`src/design/tbl_pkg.sv`:
```
// Shared types and constants for the per-client token bucket limiter.
`default_nettype none
package tbl_pkg;
  localparam int unsigned TableEntries = 64;
  localparam int unsigned IdxW = $clog2(TableEntries);
  localparam int unsigned CntW = $clog2(TableEntries + 1);
  localparam logic [31:0] OneToken = 32'h0001_0000;

  typedef enum logic [1:0] {
    OpRequest = 2'd0,
    OpCleanup = 2'd1,
    OpStats   = 2'd2,
    OpNone    = 2'd3
  } op_e;

  typedef enum logic [2:0] {
    RegEnable   = 3'd0,
    RegRate     = 3'd1,
    RegBurst    = 3'd2,
    RegMaxIdle  = 3'd3,
    RegInterval = 3'd4
  } reg_e;

  typedef struct packed {
    logic [1:0]  op;
    logic [31:0] client_addr;
    logic [47:0] now_ticks;
  } req_t;

  typedef struct packed {
    logic        allowed;
    logic        table_full;
    logic [31:0] total_requests;
    logic [31:0] blocked_requests;
    logic [6:0]  active_clients;
  } rsp_t;

  typedef struct packed {
    logic        limiter_enabled;
    logic [31:0] refill_rate;
    logic [15:0] burst_tokens;
    logic [47:0] max_idle_ticks;
    logic [47:0] cleanup_interval;
  } cfg_t;
endpackage
`default_nettype wire

```
`src/design/tbl_cfg.sv`:
```
// APB register file for the limiter configuration.
`default_nettype none
module tbl_cfg (
  input  wire logic         clk_i,
  input  wire logic         rst_ni,
  input  wire logic         psel,
  input  wire logic         penable,
  input  wire logic         pwrite,
  input  wire logic [5:0]   paddr,
  input  wire logic [63:0]  pwdata,
  output logic [63:0]       prdata,
  output logic              pready,
  output tbl_pkg::cfg_t     cfg_o
);
  tbl_pkg::cfg_t cfg_q, cfg_d;
  logic [2:0] idx;
  logic       wr;

  assign idx    = paddr[5:3];
  assign wr     = psel & penable & pwrite;
  assign pready = 1'b1;
  assign cfg_o  = cfg_q;

  always_comb begin
    cfg_d = cfg_q;
    if (wr) begin
      unique case (idx)
        tbl_pkg::RegEnable:   cfg_d.limiter_enabled  = pwdata[0];
        tbl_pkg::RegRate:     cfg_d.refill_rate      = pwdata[31:0];
        tbl_pkg::RegBurst:    cfg_d.burst_tokens     = pwdata[15:0];
        tbl_pkg::RegMaxIdle:  cfg_d.max_idle_ticks   = pwdata[47:0];
        tbl_pkg::RegInterval: cfg_d.cleanup_interval = pwdata[47:0];
        default: ;
      endcase
    end
  end

  always_comb begin
    unique case (idx)
      tbl_pkg::RegEnable:   prdata = {63'd0, cfg_q.limiter_enabled};
      tbl_pkg::RegRate:     prdata = {32'd0, cfg_q.refill_rate};
      tbl_pkg::RegBurst:    prdata = {48'd0, cfg_q.burst_tokens};
      tbl_pkg::RegMaxIdle:  prdata = {16'd0, cfg_q.max_idle_ticks};
      tbl_pkg::RegInterval: prdata = {16'd0, cfg_q.cleanup_interval};
      default:              prdata = 64'd0;
    endcase
  end

  always_ff @(posedge clk_i or negedge rst_ni) begin
    if (!rst_ni) begin
      cfg_q.limiter_enabled  <= 1'b1;
      cfg_q.refill_rate      <= 32'd65536;
      cfg_q.burst_tokens     <= 16'd100;
      cfg_q.max_idle_ticks   <= 48'd300;
      cfg_q.cleanup_interval <= 48'd60;
    end else begin
      cfg_q <= cfg_d;
    end
  end
endmodule
`default_nettype wire

```
`config.mk`:
```
export PLATFORM = sky130hd
export DESIGN_NAME = tbl_cfg
export DESIGN_NICKNAME = d
export VERILOG_FILES = /design/src/design/tbl_pkg.sv /design/src/design/tbl_cfg.sv
export SDC_FILE = /design/constraint.sdc
export NUM_CORES = 1
export LEC_CHECK = 0
export ABC_AREA = 0
export BUFFER_PORTS_ARGS = -buffer_cell sky130_fd_sc_hd__clkbuf_2
export CAP_MARGIN = 20
export CELL_PAD_IN_SITES_DETAIL_PLACEMENT = 1
export CELL_PAD_IN_SITES_GLOBAL_PLACEMENT = 1
export CORE_MARGIN = 5
export CORE_UTILIZATION = 40
export CTS_BUF_LIST = sky130_fd_sc_hd__clkbuf_4 sky130_fd_sc_hd__clkbuf_8 sky130_fd_sc_hd__clkbuf_16
export DETAILED_ROUTE_END_ITERATION = 10
export PLACE_DENSITY = 0.95
export SETUP_SLACK_MARGIN = 0.2
export SYNTH_ARGS = -nofsm -noshare
export SYNTH_HDL_FRONTEND = slang
export SYNTH_SLANG_ARGS = --single-unit
```
`constraint.sdc`:
```
create_clock -name clk_i -period 3.6 [get_ports clk_i]
set_input_delay 0.36 -clock clk_i [delete_from_list [all_inputs] [get_ports clk_i]]
set_output_delay 0.36 -clock clk_i [all_outputs]
set_load 0.02 [all_outputs]
```
After elaboration in Yosys (flattened, before gate mapping)
Index checks and enable logic that the tools add are counted.
- ROM bits: 0
- register bits: 145
- memories: 0
- output and inout port bits: 210
- logic and storage cells: 18
- bits of input ports: 75
- bits in latches: 0
- memory bits (writable): 0
- muxes and demuxes: 1
- multiply operators: 0
- shifts and indexed selects: 0
- $add $sub $neg: 0
- reductions and logical operators: 6
- divide/modulo/power cells: 0
- bitwise operators: 2
- equality and inequality tests: 4
- magnitude comparators: 0
- operator list (kind ; number):
    48-bit one-hot mux with 5 select lines ; 1
    2-bit AND reduction ; 5
    3-bit by 2-bit == test with 1-bit output (second input constant) ; 2
    3-bit by 1-bit == test with 1-bit output (second input constant) ; 1
    3-bit == test (second input constant) ; 1
    3-bit logical NOT ; 1
    1-bit bitwise AND ; 2

Logic depth before layout (Yosys ltp)
Gate-level depths: netlist of the first run.
- depth after elaboration: 3
- mapped depth: 6
- depth with buffers taken out: 3

Worst setup path before layout of the first run
Ideal clock, no wire load.
- path kind: input port to output port
- from: in paddr[4]
- to: out prdata[10]
- slack: 1.797 ns
- cell stages on the path: 4
- arrival time: 1.443 ns
- required time: 3.240 ns
- path buffers: 2
- path through: buf_2 nor3_1 buf_4 a221o_1
- cells in the longest elaborated chain, start to end: 2
- elaborated cells on any way between the ends: 6
- those cells by class: eq/ne (4); mux (1); reduce/logical (1)
- ends and longest elaborated chain (what ; RTL line ; source):
    start, declared ; tbl_cfg.sv:9 ; input wire logic [5:0] paddr,
    3-bit == test, or another cell as far along ; tbl_cfg.sv:39 ; unique case (idx)
    48-bit one-hot mux with 5 select lines * ; tbl_cfg.sv:39 ;
    end, declared ; tbl_cfg.sv:11 ; output logic [63:0] prdata,
Mark *: on every way between the ends. The rest lies on a longest branch, timed or not.

Worst setup path in the final report of the first run
- from: in paddr[5]
- to: out prdata[3]
The elaborated chain is that of the path after synthesis.

==> report_table.html, run 1 <==
<table>
<tr><th>Metric</th><th>Value</th></tr>
<tr><th colspan="2">Detailed routing</th></tr>
<tr><td>Met3 routed wirelength</td><td>~1200 um</td></tr>
<tr><td>Vias post-DR</td><td>4,798</td></tr>
<tr><td>Met1 Wirelength</td><td>between 7000 and 8000 um</td></tr>
<tr><td>Pre-Repair DR Iteration Count</td><td>4</td></tr>
<tr><td>DRT iter0 DRCs</td><td>between 100 and 150</td></tr>
<tr><td>Drc violations</td><td>0</td></tr>
<tr><td>Post-detailed-route via-to-cell ratio</td><td>between 5 and 6</td></tr>
<tr><td>Routed met2 length</td><td>10,100 um</td></tr>
<tr><td>Total wire length</td><td>about 19,000 um</td></tr>
<tr><td>Detailed-route wire length per cell</td><td>~21 um</td></tr>
<tr><td>Highest layer used for signal routing</td><td>met4</td></tr>
<tr><td>Antenna-violating nets left</td><td>0</td></tr>
<tr><th colspan="2">Timing</th></tr>
<tr><td>FMAX</td><td>413 MHz</td></tr>
<tr><td>Worst max-slew margin expressed relative to the limit</td><td>0.355</td></tr>
<tr><td>RSZ-0062 raised after global routing</td><td>false</td></tr>
<tr><td>Final critical path time including I/O delays and setup</td><td>roughly 2400 ps</td></tr>
<tr><td>Clock skew</td><td>0 ps</td></tr>
<tr><td>Worst slew pin tran</td><td>approximately 970 ps</td></tr>
<tr><td>Min Hold Slack</td><td>approximately 190 ps</td></tr>
<tr><td>Final setup fails</td><td>0</td></tr>
<tr><td>Max-slew violation total from the final report</td><td>0</td></tr>
<tr><td>Sum of negative setup slack</td><td>0 ps</td></tr>
<tr><td>Final number of hold-violating endpoints</td><td>0</td></tr>
<tr><td>Final worst path period share</td><td>0.672</td></tr>
<tr><th colspan="2">Global routing</th></tr>
<tr><td>Number of global-route vias before repair</td><td>around 5,300</td></tr>
<tr><td>First-pass GRT wire length</td><td>30,100 um</td></tr>
<tr><td>Antenna violations before repair</td><td>0</td></tr>
<tr><td>GRT Util Overall</td><td>0.206</td></tr>
<tr><td>Pin count of the biggest net entering global routing</td><td>79</td></tr>
<tr><td>Final global-route overflow total</td><td>0</td></tr>
<tr><th colspan="2">Power</th></tr>
<tr><td>Clock power frac</td><td>0.316</td></tr>
<tr><td>Power share of the sequential group</td><td>0.414</td></tr>
<tr><td>Internal power summed over all cells</td><td>~3.5 mW</td></tr>
<tr><td>Lkg Pwr</td><td>4.32 nW</td></tr>
<tr><td>Overall power after layout</td><td>5.43 mW</td></tr>
<tr><td>Net load switching power</td><td>1.89 mW</td></tr>
<tr><td>Pwr per Cell Area</td><td>637 nW/um^2</td></tr>
<tr><td>Comb pwr share</td><td>0.270</td></tr>
<tr><td>Switch share</td><td>0.348</td></tr>
<tr><td>Peak VDD IR</td><td>around 0.28 mV</td></tr>
<tr><th colspan="2">Clock network</th></tr>
<tr><td>Number of buffers on the longest clock path</td><td>2</td></tr>
<tr><td>TritonCTS clock tree</td><td>yes</td></tr>
<tr><td>H-tree levels</td><td>4</td></tr>
<tr><td>Number of post-CTS setup repair buffers</td><td>0</td></tr>
<tr><td>Clock Sinks</td><td>approximately 150</td></tr>
<tr><td>Total clock buffers created by CTS</td><td>17</td></tr>
<tr><td>Clock root buffer</td><td>clkbuf_16</td></tr>
<tr><td>Clock latency on the worst-skew pair</td><td>roughly 400 ps</td></tr>
<tr><td>Reg clk slew, reported paths</td><td>~60 ps</td></tr>
<tr><th colspan="2">Layout</th></tr>
<tr><td>FILL cells</td><td>roughly 1,700</td></tr>
<tr><td>Most common cell after layout, fill and taps aside</td><td>clkbuf_2</td></tr>
<tr><td>Commonest cells after routing, fill and taps aside</td><td>clkbuf_2 (247), mux2_2 (143), dfrtp_1 (132)</td></tr>
<tr><td>Final core utilization</td><td>0.537</td></tr>
<tr><td>Largest register FFs</td><td>145</td></tr>
<tr><td>Ratio of cells with drive above 1 in the final layout</td><td>0.638</td></tr>
<tr><td>Layout overhead on the synthesized area</td><td>31.2%</td></tr>
<tr><td>Number of diodes</td><td>0</td></tr>
<tr><td>Net total in the final layout</td><td>between 700 and 800</td></tr>
<tr><th colspan="2">Setup path</th></tr>
<tr><td>Worst path required time</td><td>between 3000 and 4000 ps</td></tr>
<tr><td>Most numerous cell on the critical path</td><td>clkbuf_2</td></tr>
<tr><td>Largest stage delay, worst path</td><td>~620 ps</td></tr>
<tr><td>Worst path cell trace</td><td>clkbuf_2, nand2b_1, nor2_4, buf_12, a221o_1, clkbuf_2</td></tr>
<tr><td>CP arrival</td><td>2060 ps</td></tr>
<tr><td>Crit-path slowest cell</td><td>nor2_4</td></tr>
<tr><td>Kind of end point of the critical path</td><td>output port</td></tr>
<tr><td>Highest fanout seen on the critical path</td><td>25</td></tr>
<tr><td>CP Class</td><td>input pin to output port</td></tr>
<tr><td>Kind of launch point of the worst setup path</td><td>input pin</td></tr>
<tr><th colspan="2">Floorplanning</th></tr>
<tr><td>Standard cell core area</td><td>15,900 um^2</td></tr>
<tr><td>Vert. Die Dim</td><td>between 100 and 150 um</td></tr>
<tr><td>Number of top-level pins</td><td>285</td></tr>
<tr><td>Area of the die</td><td>about 19,000 um^2</td></tr>
<tr><td>Initial standard-cell utilization of the core</td><td>0.409</td></tr>
<tr><td>Horizontal extent of the die</td><td>between 100 and 150 um</td></tr>
<tr><td>Number of core rows</td><td>46</td></tr>
<tr><th colspan="2">Synth</th></tr>
<tr><td>Synthesized netlist cell count</td><td>450</td></tr>
<tr><td>Number of unique standard cell types used by synthesis</td><td>23</td></tr>
<tr><td>Mapped Avg Cell Area</td><td>between 10 and 15 um^2</td></tr>
<tr><td>Share of the yosys chip area belonging to registers</td><td>0.561</td></tr>
<tr><td>Area of the mapped netlist</td><td>around 6500 um^2</td></tr>
<tr><td>Register bit total from synthesis</td><td>145</td></tr>
<tr><td>Synthesis Warnings</td><td>0</td></tr>
<tr><th colspan="2">Job</th></tr>
<tr><td>Total of max-cap violations</td><td>0</td></tr>
<tr><th colspan="2">Hold path</th></tr>
<tr><td>Tightest Hold Check Type</td><td>input pin to flop</td></tr>
<tr><th colspan="2">Run status</th></tr>
<tr><td>Outcome</td><td>finished, final reports clean</td></tr>
<tr><th colspan="2">Placed design</th></tr>
<tr><td>Placed wire-length estimate</td><td>approximately 14,000 um</td></tr>
<tr><td>IO Port Bufs</td><td>around 250</td></tr>
<tr><td>Gpl congestion</td><td>0.748</td></tr>
</table>
through the flow:
stage | area (um^2) | instances | setup slack, ps
final | 8520 | 928 | 1180
after global routing | 8520 | 928 | 1080
after CTS | 8520 | 928 | 1180
after detailed placement | 7930 | 895 | 1210
after global placement | 7930 | 895 | 1250
after floorplan | 6550 | 465 | 1800
cell type report:
cell class	instances	area, um^2	share of cell area
Sequential cell	145	3640	0.428
Tap cell	216	270	0.0317
Timing Repair Buffer	261	1390	0.162
Inverter	1	3.75	0.000440
Clock inverter	13	128	0.0150
Multi-Input combinational cell	273	2640	0.310
Clock buffer	19	453	0.0531
cell usage after synthesis, drive strengths merged:
| cell type | n | area [um^2] |
|---|---|---|
| nor3 | 4 | 25.0 |
| a22o | 16 | 140 |
| a221o | 15 | 150 |
| dfrtp | 132 | 3300 |
| inv | 1 | 3.75 |
| mux2i | 33 | 330 |
| buf | 42 | 282 |
| conb | 2 | 7.51 |
| a211o | 1 | 8.76 |
| clkbuf | 4 | 15.0 |
| o2bb2ai | 16 | 140 |
| dfstp | 13 | 342 |
| nand4b | 1 | 8.76 |
| mux2 | 145 | 1630 |
| nand2b | 3 | 18.8 |
| nor2 | 21 | 81.3 |
| nand4 | 1 | 6.26 |
timing repair:
action / CTS / global route
resized for setup: 0 / 0
hold buffers: 1 / 0
hold endpoints to repair: 66 / 0
final timing paths:
path | end | slack, ps | startpoint | cells past startpoint
worst max-delay path | prdata[3] | 1180 | paddr[5] | 6
worst min-delay path | cfg_o[36] | 190 | pwdata[36] | 2
worst max register to register | cfg_o[120] | 2790 | cfg_o[120] | 1
worst min register to register | cfg_o[136] | 530 | cfg_o[136] | 1
max in group asynchronous | cfg_o[128] | 2230 | rst_ni | 3
min in group asynchronous | cfg_o[42] | 500 | rst_ni | 2
metal layers:
layer | vias up | global-route usage
met5 | - | 0
met4 | 0 | 0.0743
met3 | 32 | 0.0508
met2 | 169 | 0.363
met1 | 2472 | 0.242
li1 | 2125 | -
power groups by stage:
stage / registers, mW / clock network, mW / logic, mW
2_1_floorplan: 2.61 / 0 / 0.514
3_3_place_gp: 2.25 / 0 / 1.42
3_5_place_dp: 2.28 / 0 / 1.48
4_1_cts: 2.25 / 1.75 / 1.49
5_1_grt: 2.30 / 1.83 / 1.56
6_report: 2.25 / 1.72 / 1.47
worst max-delay path: cells and delay by family:
| kind | cells | cell delay, ps |
|---|---|---|
| buf+inv | 3 | 680 |
| simple gates | 2 | 820 |
| compound gates | 1 | 190 |
cells by family (layout without fill, tap and decap cells):
logic type / Yosys count / in the layout / share of synthesized area
muxes: 178 / 178 / 0.302
DFF: 145 / 145 / 0.561
AOI/OAI and AO/OA: 48 / 48 / 0.0676
buffers and inverters: 47 / 294 / 0.0462
and+or+nand+nor: 30 / 30 / 0.0216
other: 2 / 17 / 0.00116
No activity file was read; power rests on OpenSTA's default activity.
==> run 2, diff against run 1 <==
Settings changed: CORE_UTILIZATION 40 to 33, PLACE_DENSITY 0.95 to 0.85.
Clock period 3.6 ns to 2 ns, I/O delays scaled along.
==> report_table.html, run 2 (same netlist as run 1, synthesis figures left out) <==
<table>
<tr><th>Metric</th><th>Value</th></tr>
<tr><th colspan="2">Floorplanning</th></tr>
<tr><td>Number of top-level pins</td><td>285 (unchanged)</td></tr>
<tr><td>Vert. Die Dim</td><td>150 um (+9.4%)</td></tr>
<tr><td>Initial standard-cell utilization of the core</td><td>0.335 (-0.0741)</td></tr>
<tr><td>Standard cell core area</td><td>19,400 um^2 (+22%)</td></tr>
<tr><td>Area of the die</td><td>22,600 um^2 (+20%)</td></tr>
<tr><td>Number of core rows</td><td>51 (+11%)</td></tr>
<tr><td>Horizontal extent of the die</td><td>150 um (+9.4%)</td></tr>
<tr><th colspan="2">Power</th></tr>
<tr><td>Pwr per Cell Area</td><td>1160 nW/um^2 (+82%)</td></tr>
<tr><td>Peak VDD IR</td><td>0.565 mV (+99%)</td></tr>
<tr><td>Overall power after layout</td><td>10.2 mW (+88%)</td></tr>
<tr><td>Lkg Pwr</td><td>4.44 nW (+2.7%)</td></tr>
<tr><th colspan="2">Placed design</th></tr>
<tr><td>IO Port Bufs</td><td>248 (unchanged)</td></tr>
<tr><td>Worst slack after detailed placement</td><td>191 ps (-1020 ps)</td></tr>
<tr><td>Placed wire-length estimate</td><td>14,500 um (+1.4%)</td></tr>
<tr><td>Placed cell areas</td><td>8140 um^2 (+2.6%)</td></tr>
<tr><td>Gpl congestion</td><td>0.744 (-0.52%)</td></tr>
<tr><th colspan="2">Layout</th></tr>
<tr><td>Number of diodes</td><td>0 (unchanged)</td></tr>
<tr><td>Largest register FFs</td><td>145 (unchanged)</td></tr>
<tr><td>Net total in the final layout</td><td>785 (+1.4%)</td></tr>
<tr><td>Commonest cells after routing, fill and taps aside</td><td>clkbuf_2 (247), mux2_2 (143), dfrtp_1 (132)</td></tr>
<tr><td>Final standard cell area without fillers</td><td>8820 um^2 (+3.4%)</td></tr>
<tr><td>Ratio of cells with drive above 1 in the final layout</td><td>0.645 (+0.00690)</td></tr>
<tr><td>Layout overhead on the synthesized area</td><td>35.8%</td></tr>
<tr><td>Most common cell after layout, fill and taps aside</td><td>clkbuf_2</td></tr>
<tr><th colspan="2">Hold path</th></tr>
<tr><td>Tightest Hold Check Type</td><td>input pin to flop</td></tr>
<tr><th colspan="2">Timing</th></tr>
<tr><td>RSZ-0062 raised after global routing</td><td>false</td></tr>
<tr><td>Final worst path period share</td><td>0.848</td></tr>
<tr><td>Final number of hold-violating endpoints</td><td>0 (unchanged)</td></tr>
<tr><td>FMAX</td><td>about 590 MHz</td></tr>
<tr><td>Final setup fails</td><td>0 (unchanged)</td></tr>
<tr><td>Sum of negative setup slack</td><td>0 ps (unchanged)</td></tr>
<tr><td>Final critical path time including I/O delays and setup</td><td>approximately 1700 ps</td></tr>
<tr><td>Clock skew</td><td>0 ps (unchanged)</td></tr>
<tr><td>Min setup slack post-route</td><td>304 ps (-876 ps)</td></tr>
<tr><td>Max-slew violation total from the final report</td><td>0 (unchanged)</td></tr>
<tr><th colspan="2">Setup path</th></tr>
<tr><td>Kind of end point of the critical path</td><td>output port</td></tr>
<tr><td>CP arrival</td><td>1500 ps (-560 ps)</td></tr>
<tr><td>Highest fanout seen on the critical path</td><td>19 (-24%)</td></tr>
<tr><td>Worst path required time</td><td>1800 ps (-1440 ps)</td></tr>
<tr><td>Buffering stage count on the worst path with inverters included</td><td>4 (+1)</td></tr>
<tr><td>Worst path cell trace</td><td>clkbuf_2, nand2b_1, buf_4, nor2_1, buf_4, a22o_1, clkbuf_2</td></tr>
<tr><td>Kind of launch point of the worst setup path</td><td>input pin</td></tr>
<tr><td>CP Class</td><td>input pin to output port</td></tr>
<tr><td>Largest delay contributor family on the critical path</td><td>buffers and inverters</td></tr>
<tr><td>Crit-path slowest cell</td><td>buf_4</td></tr>
<tr><td>Largest stage delay, worst path</td><td>250 ps (-370 ps)</td></tr>
<tr><th colspan="2">Clock network</th></tr>
<tr><td>Number of post-CTS setup repair buffers</td><td>0 (unchanged)</td></tr>
<tr><td>Reg clk slew, reported paths</td><td>60 ps (about the same)</td></tr>
<tr><td>Total clock buffers created by CTS</td><td>17 (unchanged)</td></tr>
<tr><td>H-tree levels</td><td>4 (unchanged)</td></tr>
<tr><td>Number of buffers on the longest clock path</td><td>2 (unchanged)</td></tr>
<tr><td>TritonCTS clock tree</td><td>yes</td></tr>
<tr><td>Clock latency on the worst-skew pair</td><td>410 ps (about the same)</td></tr>
<tr><td>Clock root buffer</td><td>clkbuf_16</td></tr>
<tr><td>Clock Sinks</td><td>145 (unchanged)</td></tr>
<tr><th colspan="2">Detailed routing</th></tr>
<tr><td>Total wire length</td><td>20,100 um (+3.4%)</td></tr>
<tr><td>Drc violations</td><td>0 (unchanged)</td></tr>
<tr><td>Detailed-route wire length per cell</td><td>20.4 um (-2.8%)</td></tr>
<tr><td>Pre-Repair DR Iteration Count</td><td>4 (unchanged)</td></tr>
<tr><td>Vias post-DR</td><td>4,837 (+0.81%)</td></tr>
<tr><td>Post-detailed-route via-to-cell ratio</td><td>4.90 (-5.3%)</td></tr>
<tr><td>Antenna-violating nets left</td><td>0 (unchanged)</td></tr>
<tr><td>DRT iter0 DRCs</td><td>71 (-49%)</td></tr>
<tr><th colspan="2">Global routing</th></tr>
<tr><td>Final global-route overflow total</td><td>0 (unchanged)</td></tr>
<tr><td>Antenna violations before repair</td><td>0 (unchanged)</td></tr>
<tr><td>Number of global-route vias before repair</td><td>5,389 (+1.0%)</td></tr>
<tr><td>First-pass GRT wire length</td><td>30,800 um (+2.5%)</td></tr>
<tr><td>GRT Util Overall</td><td>0.177 (-0.0290)</td></tr>
<tr><td>Pin count of the biggest net entering global routing</td><td>47 (-41%)</td></tr>
<tr><th colspan="2">Run status</th></tr>
<tr><td>Outcome</td><td>finished, final reports clean</td></tr>
<tr><th colspan="2">Job</th></tr>
<tr><td>Total of max-cap violations</td><td>0 (unchanged)</td></tr>
</table>
run 2: where the power goes:
group	internal (mW)	total (mW)	switching, mW
Sequential	3.55	4.04	0.492
Combinational	1.05	2.66	1.61
Clock	2.29	3.53	1.24
run 2: worst paths after layout:
| check | endpoint | cells after the start | from | slack [ps] |
|---|---|---|---|---|
| setup / recovery | prdata[35] | 7 | paddr[5] | 300 |
| hold / removal | cfg_o[94] | 2 | pwdata[46] | 40 |
| setup reg to reg | cfg_o[93] | 1 | cfg_o[93] | 1200 |
| hold reg to reg | cfg_o[136] | 1 | cfg_o[136] | 510 |
| max in group asynchronous | cfg_o[101] | 3 | rst_ni | 1030 |
| min in group asynchronous | cfg_o[69] | 2 | rst_ni | 320 |
run 2: area by class of cell:
| cell class | instances | area, um^2 |
|---|---|---|
| clock buffers | 20 | 454 |
| clock inverters | 12 | 205 |
| fillers | 2100 | 10600 |
| inverters | 1 | 3.75 |
| multi-input cells | 273 | 2650 |
| flip-flops and latches | 145 | 3640 |
| well taps | 265 | 332 |
| repair buffers | 272 | 1530 |
run 2: routing by layer:
| metal | GRT usage | vias to the layer above | part of all wire |
|---|---|---|---|
| met5 | 0 | - | 0 |
| met4 | 0.0430 | 0 | 0.010 |
| met3 | 0.0449 | 12 | 0.055 |
| met2 | 0.313 | 154 | 0.53 |
| met1 | 0.215 | 2517 | 0.41 |
| li1 | - | 2154 | - |
run 2: through the flow:
stage	util	hold slack [ps]	std cells
detailed placement	0.420	176	955
CTS	0.454	18.8	988
floorplan	-	-95.6	465
global route	0.455	15.8	988
finish	0.455	35.4	988
global placement	0.420	172	955
run 2: what timing repair did:
| action | CTS | global route |
|---|---|---|
| hold buffers | 1 | 0 |
| setup endpoints to repair | 3 | 1 |
| hold endpoints to repair | 41 | 0 |
| gates resized for setup | 1 | 1 |
==> run 3, diff against run 2 <==
Clock period 2 ns to 1.51 ns, I/O delays scaled along.
==> report_table.html, run 3 (same netlist as run 1, synthesis figures left out) <==
<table>
<tr><th>Metric</th><th>Value</th></tr>
<tr><th colspan="2">Timing</th></tr>
<tr><td>Final worst path period share</td><td>1.07</td></tr>
<tr><td>FMAX</td><td>approximately 600 MHz</td></tr>
<tr><td>Final number of hold-violating endpoints</td><td>0 (unchanged)</td></tr>
<tr><td>Final critical path time including I/O delays and setup</td><td>roughly 1600 ps</td></tr>
<tr><td>Clock skew</td><td>0 ps (unchanged)</td></tr>
<tr><td>RSZ-0062 raised after global routing</td><td>true</td></tr>
<tr><td>Final setup fails</td><td>16 (+16)</td></tr>
<tr><td>Min setup slack post-route</td><td>-109 ps (-412 ps)</td></tr>
<tr><td>Min Hold Slack</td><td>24.8 ps (-10.5 ps)</td></tr>
<tr><td>Max-slew violation total from the final report</td><td>0 (unchanged)</td></tr>
<tr><th colspan="2">Floorplanning</th></tr>
<tr><td>Number of core rows</td><td>51 (unchanged)</td></tr>
<tr><td>Initial standard-cell utilization of the core</td><td>0.335 (unchanged)</td></tr>
<tr><td>Number of top-level pins</td><td>285 (unchanged)</td></tr>
<tr><td>Horizontal extent of the die</td><td>150 um (unchanged)</td></tr>
<tr><td>Area of the die</td><td>22,600 um^2 (unchanged)</td></tr>
<tr><td>Vert. Die Dim</td><td>150 um (unchanged)</td></tr>
<tr><td>Standard cell core area</td><td>19,400 um^2 (unchanged)</td></tr>
<tr><th colspan="2">Power</th></tr>
<tr><td>Comb pwr share</td><td>0.350 (+0.090)</td></tr>
<tr><td>Lkg Pwr</td><td>5.32 nW (+20%)</td></tr>
<tr><td>Power share of the sequential group</td><td>0.370 (-0.025)</td></tr>
<tr><td>Net load switching power</td><td>4.84 mW (+45%)</td></tr>
<tr><td>Internal power summed over all cells</td><td>9.64 mW (+40%)</td></tr>
<tr><td>Pwr per Cell Area</td><td>1340 nW/um^2 (+16%)</td></tr>
<tr><td>Peak VDD IR</td><td>0.704 mV (+25%)</td></tr>
<tr><td>Switch share</td><td>0.334 (+0.00723)</td></tr>
<tr><td>Clock power frac</td><td>0.280 (-0.065)</td></tr>
<tr><td>Overall power after layout</td><td>14.5 mW (+42%)</td></tr>
<tr><th colspan="2">Setup path</th></tr>
<tr><td>Flop2flop setup slack</td><td>470 ps (-730 ps)</td></tr>
<tr><td>CP Class</td><td>flop to output port</td></tr>
<tr><td>Worst reg-to-reg path cell count</td><td>3 (+2)</td></tr>
<tr><td>Critical path origin</td><td>cfg_o[55]</td></tr>
<tr><td>Worst path required time</td><td>1360 ps (-440 ps)</td></tr>
<tr><td>Kind of end point of the critical path</td><td>output port</td></tr>
<tr><td>Kind of launch point of the worst setup path</td><td>flop</td></tr>
<tr><td>Termination of the worst setup path</td><td>prdata[7]</td></tr>
<tr><td>Reg-to-reg endpoint</td><td>cfg_o[140]</td></tr>
<tr><td>Highest fanout seen on the critical path</td><td>2 (-17)</td></tr>
<tr><td>CP arrival</td><td>1470 ps (-30 ps)</td></tr>
<tr><td>Crit Reg-Reg Startpoint</td><td>cfg_o[140]</td></tr>
<tr><th colspan="2">Placed design</th></tr>
<tr><td>Gpl congestion</td><td>0.781 (+4.9%)</td></tr>
<tr><td>Number of cells in the design after placement</td><td>966 (+1.2%)</td></tr>
<tr><td>Placed cell areas</td><td>8320 um^2 (+2.2%)</td></tr>
<tr><td>IO Port Bufs</td><td>248 (unchanged)</td></tr>
<tr><td>Placed wire-length estimate</td><td>14,600 um (+0.42%)</td></tr>
<tr><th colspan="2">Layout</th></tr>
<tr><td>Largest register FFs</td><td>145 (unchanged)</td></tr>
<tr><td>Net total in the final layout</td><td>920 (+17%)</td></tr>
<tr><td>Final core utilization</td><td>0.556 (+0.102)</td></tr>
<tr><td>Commonest cells after routing, fill and taps aside</td><td>clkbuf_2 (171), mux2_2 (143), dfrtp_1 (132)</td></tr>
<tr><td>Final non-filler cell total</td><td>1,124 (+14%)</td></tr>
<tr><td>Most common cell after layout, fill and taps aside</td><td>clkbuf_2</td></tr>
<tr><td>Final standard cell area without fillers</td><td>10,800 um^2 (+22%)</td></tr>
<tr><td>Ratio of cells with drive above 1 in the final layout</td><td>0.691 (+0.0466)</td></tr>
<tr><td>Layout overhead on the synthesized area</td><td>66.1%</td></tr>
<tr><th colspan="2">Clock network</th></tr>
<tr><td>H-tree levels</td><td>4 (unchanged)</td></tr>
<tr><td>Total clock buffers created by CTS</td><td>17 (unchanged)</td></tr>
<tr><td>TritonCTS clock tree</td><td>yes</td></tr>
<tr><td>Clock root buffer</td><td>clkbuf_16</td></tr>
<tr><td>Reg clk slew, reported paths</td><td>60 ps (about the same)</td></tr>
<tr><td>Clock latency on the worst-skew pair</td><td>410 ps (about the same)</td></tr>
<tr><td>Number of buffers on the longest clock path</td><td>2 (unchanged)</td></tr>
<tr><td>Clock Sinks</td><td>145 (unchanged)</td></tr>
<tr><th colspan="2">Job</th></tr>
<tr><td>Total of max-cap violations</td><td>0 (unchanged)</td></tr>
<tr><th colspan="2">Hold path</th></tr>
<tr><td>Tightest Hold Check Type</td><td>input pin to flop</td></tr>
<tr><th colspan="2">Detailed routing</th></tr>
<tr><td>Total wire length</td><td>24,700 um (+23%)</td></tr>
<tr><td>Drc violations</td><td>0 (unchanged)</td></tr>
<tr><td>Antenna-violating nets left</td><td>0 (unchanged)</td></tr>
<tr><td>Post-detailed-route via-to-cell ratio</td><td>4.84 (-1.1%)</td></tr>
<tr><td>Vias post-DR</td><td>5,444 (+13%)</td></tr>
<tr><td>Pre-Repair DR Iteration Count</td><td>4 (unchanged)</td></tr>
<tr><td>Detailed-route wire length per cell</td><td>22.0 um (+8.0%)</td></tr>
<tr><td>DRT iter0 DRCs</td><td>137 (+93%)</td></tr>
<tr><th colspan="2">Run status</th></tr>
<tr><td>Violations in the final reports</td><td>negative setup slack</td></tr>
<tr><td>Outcome</td><td>complete, but fails checks</td></tr>
<tr><th colspan="2">Global routing</th></tr>
<tr><td>Number of global-route vias before repair</td><td>6,147 (+14%)</td></tr>
<tr><td>Pin count of the biggest net entering global routing</td><td>41 (-13%)</td></tr>
<tr><td>GRT Util Overall</td><td>0.204 (+0.0270)</td></tr>
<tr><td>Antenna violations before repair</td><td>1 (+1)</td></tr>
<tr><td>Final global-route overflow total</td><td>0 (unchanged)</td></tr>
<tr><td>First-pass GRT wire length</td><td>35,400 um (+15%)</td></tr>
</table>
[run 3: per-layer routing]
| layer | track usage | up-vias | wire, um |
|---|---|---|---|
| met4 | 0.0764 | 0 | 714 |
| met3 | 0.0476 | 42 | 1190 |
| met1 | 0.234 | 2804 | 9560 |
| li1 | - | 2412 | - |
| met2 | 0.366 | 186 | 13300 |
| met5 | 0 | - | 0 |
[run 3: how the worst min path moves through the flow]
stage / depth (start not counted) / end / startpoint
after floorplan: 0 / cfg_o[0] / rst_ni
after global placement: 1 / cfg_o[26] / rst_ni
after detailed placement: 1 / cfg_o[26] / rst_ni
after CTS: 2 / cfg_o[16] / pwdata[16]
after global routing: 2 / cfg_o[128] / pwdata[16]
final: 2 / cfg_o[120] / pwdata[8]
[run 3: critical path: stages (launching register included)]
cell and delay (ps):
dfrtp_1 380, mux2i_1 140, nor2_1 60, a221o_1 310, clkbuf_8 170
[run 3: per-stage QoR]
step | TNS, ps | setup slack (ps)
after floorplan | 0 | 167
after global placement | 0 | 0.643
after detailed placement | -1360 | -44.5
after CTS | -1210 | -146
after global routing | -2200 | -199
final | -889 | -109
[run 3: layout make-up]
class / instances / area, um^2
Antenna cell: 1 / 2.50
Clock buffer: 27 / 507
Clock inverter: 5 / 56.3
Fill cell: 1998 / 8610
Inverter: 1 / 3.75
Multi-Input combinational cell: 273 / 2850
Sequential cell: 145 / 3640
Tap cell: 265 / 332
Timing Repair Buffer: 407 / 3400
[run 3: what timing repair did]
| action | in CTS | in global routing |
|---|---|---|
| gates resized for setup | 119 | 129 |
| cloned | 1 | 1 |
| pin swaps | 8 | 16 |
| setup endpoints to repair | 48 | 63 |
| hold endpoints to repair | 87 | 1 |
| hold buffers | 27 | 1 |
| buffers inserted | 62 | 33 |
[run 3: power by group through the flow]
stage / clock, mW / sequential [mW] / combinational [mW]
after floorplan: 0 / 6.22 / 1.23
after global placement: 0 / 5.38 / 3.47
after detailed placement: 0 / 5.43 / 3.58
after CTS: 4.11 / 5.31 / 4.48
after global routing: 4.31 / 5.46 / 5.34
final: 4.06 / 5.36 / 5.06
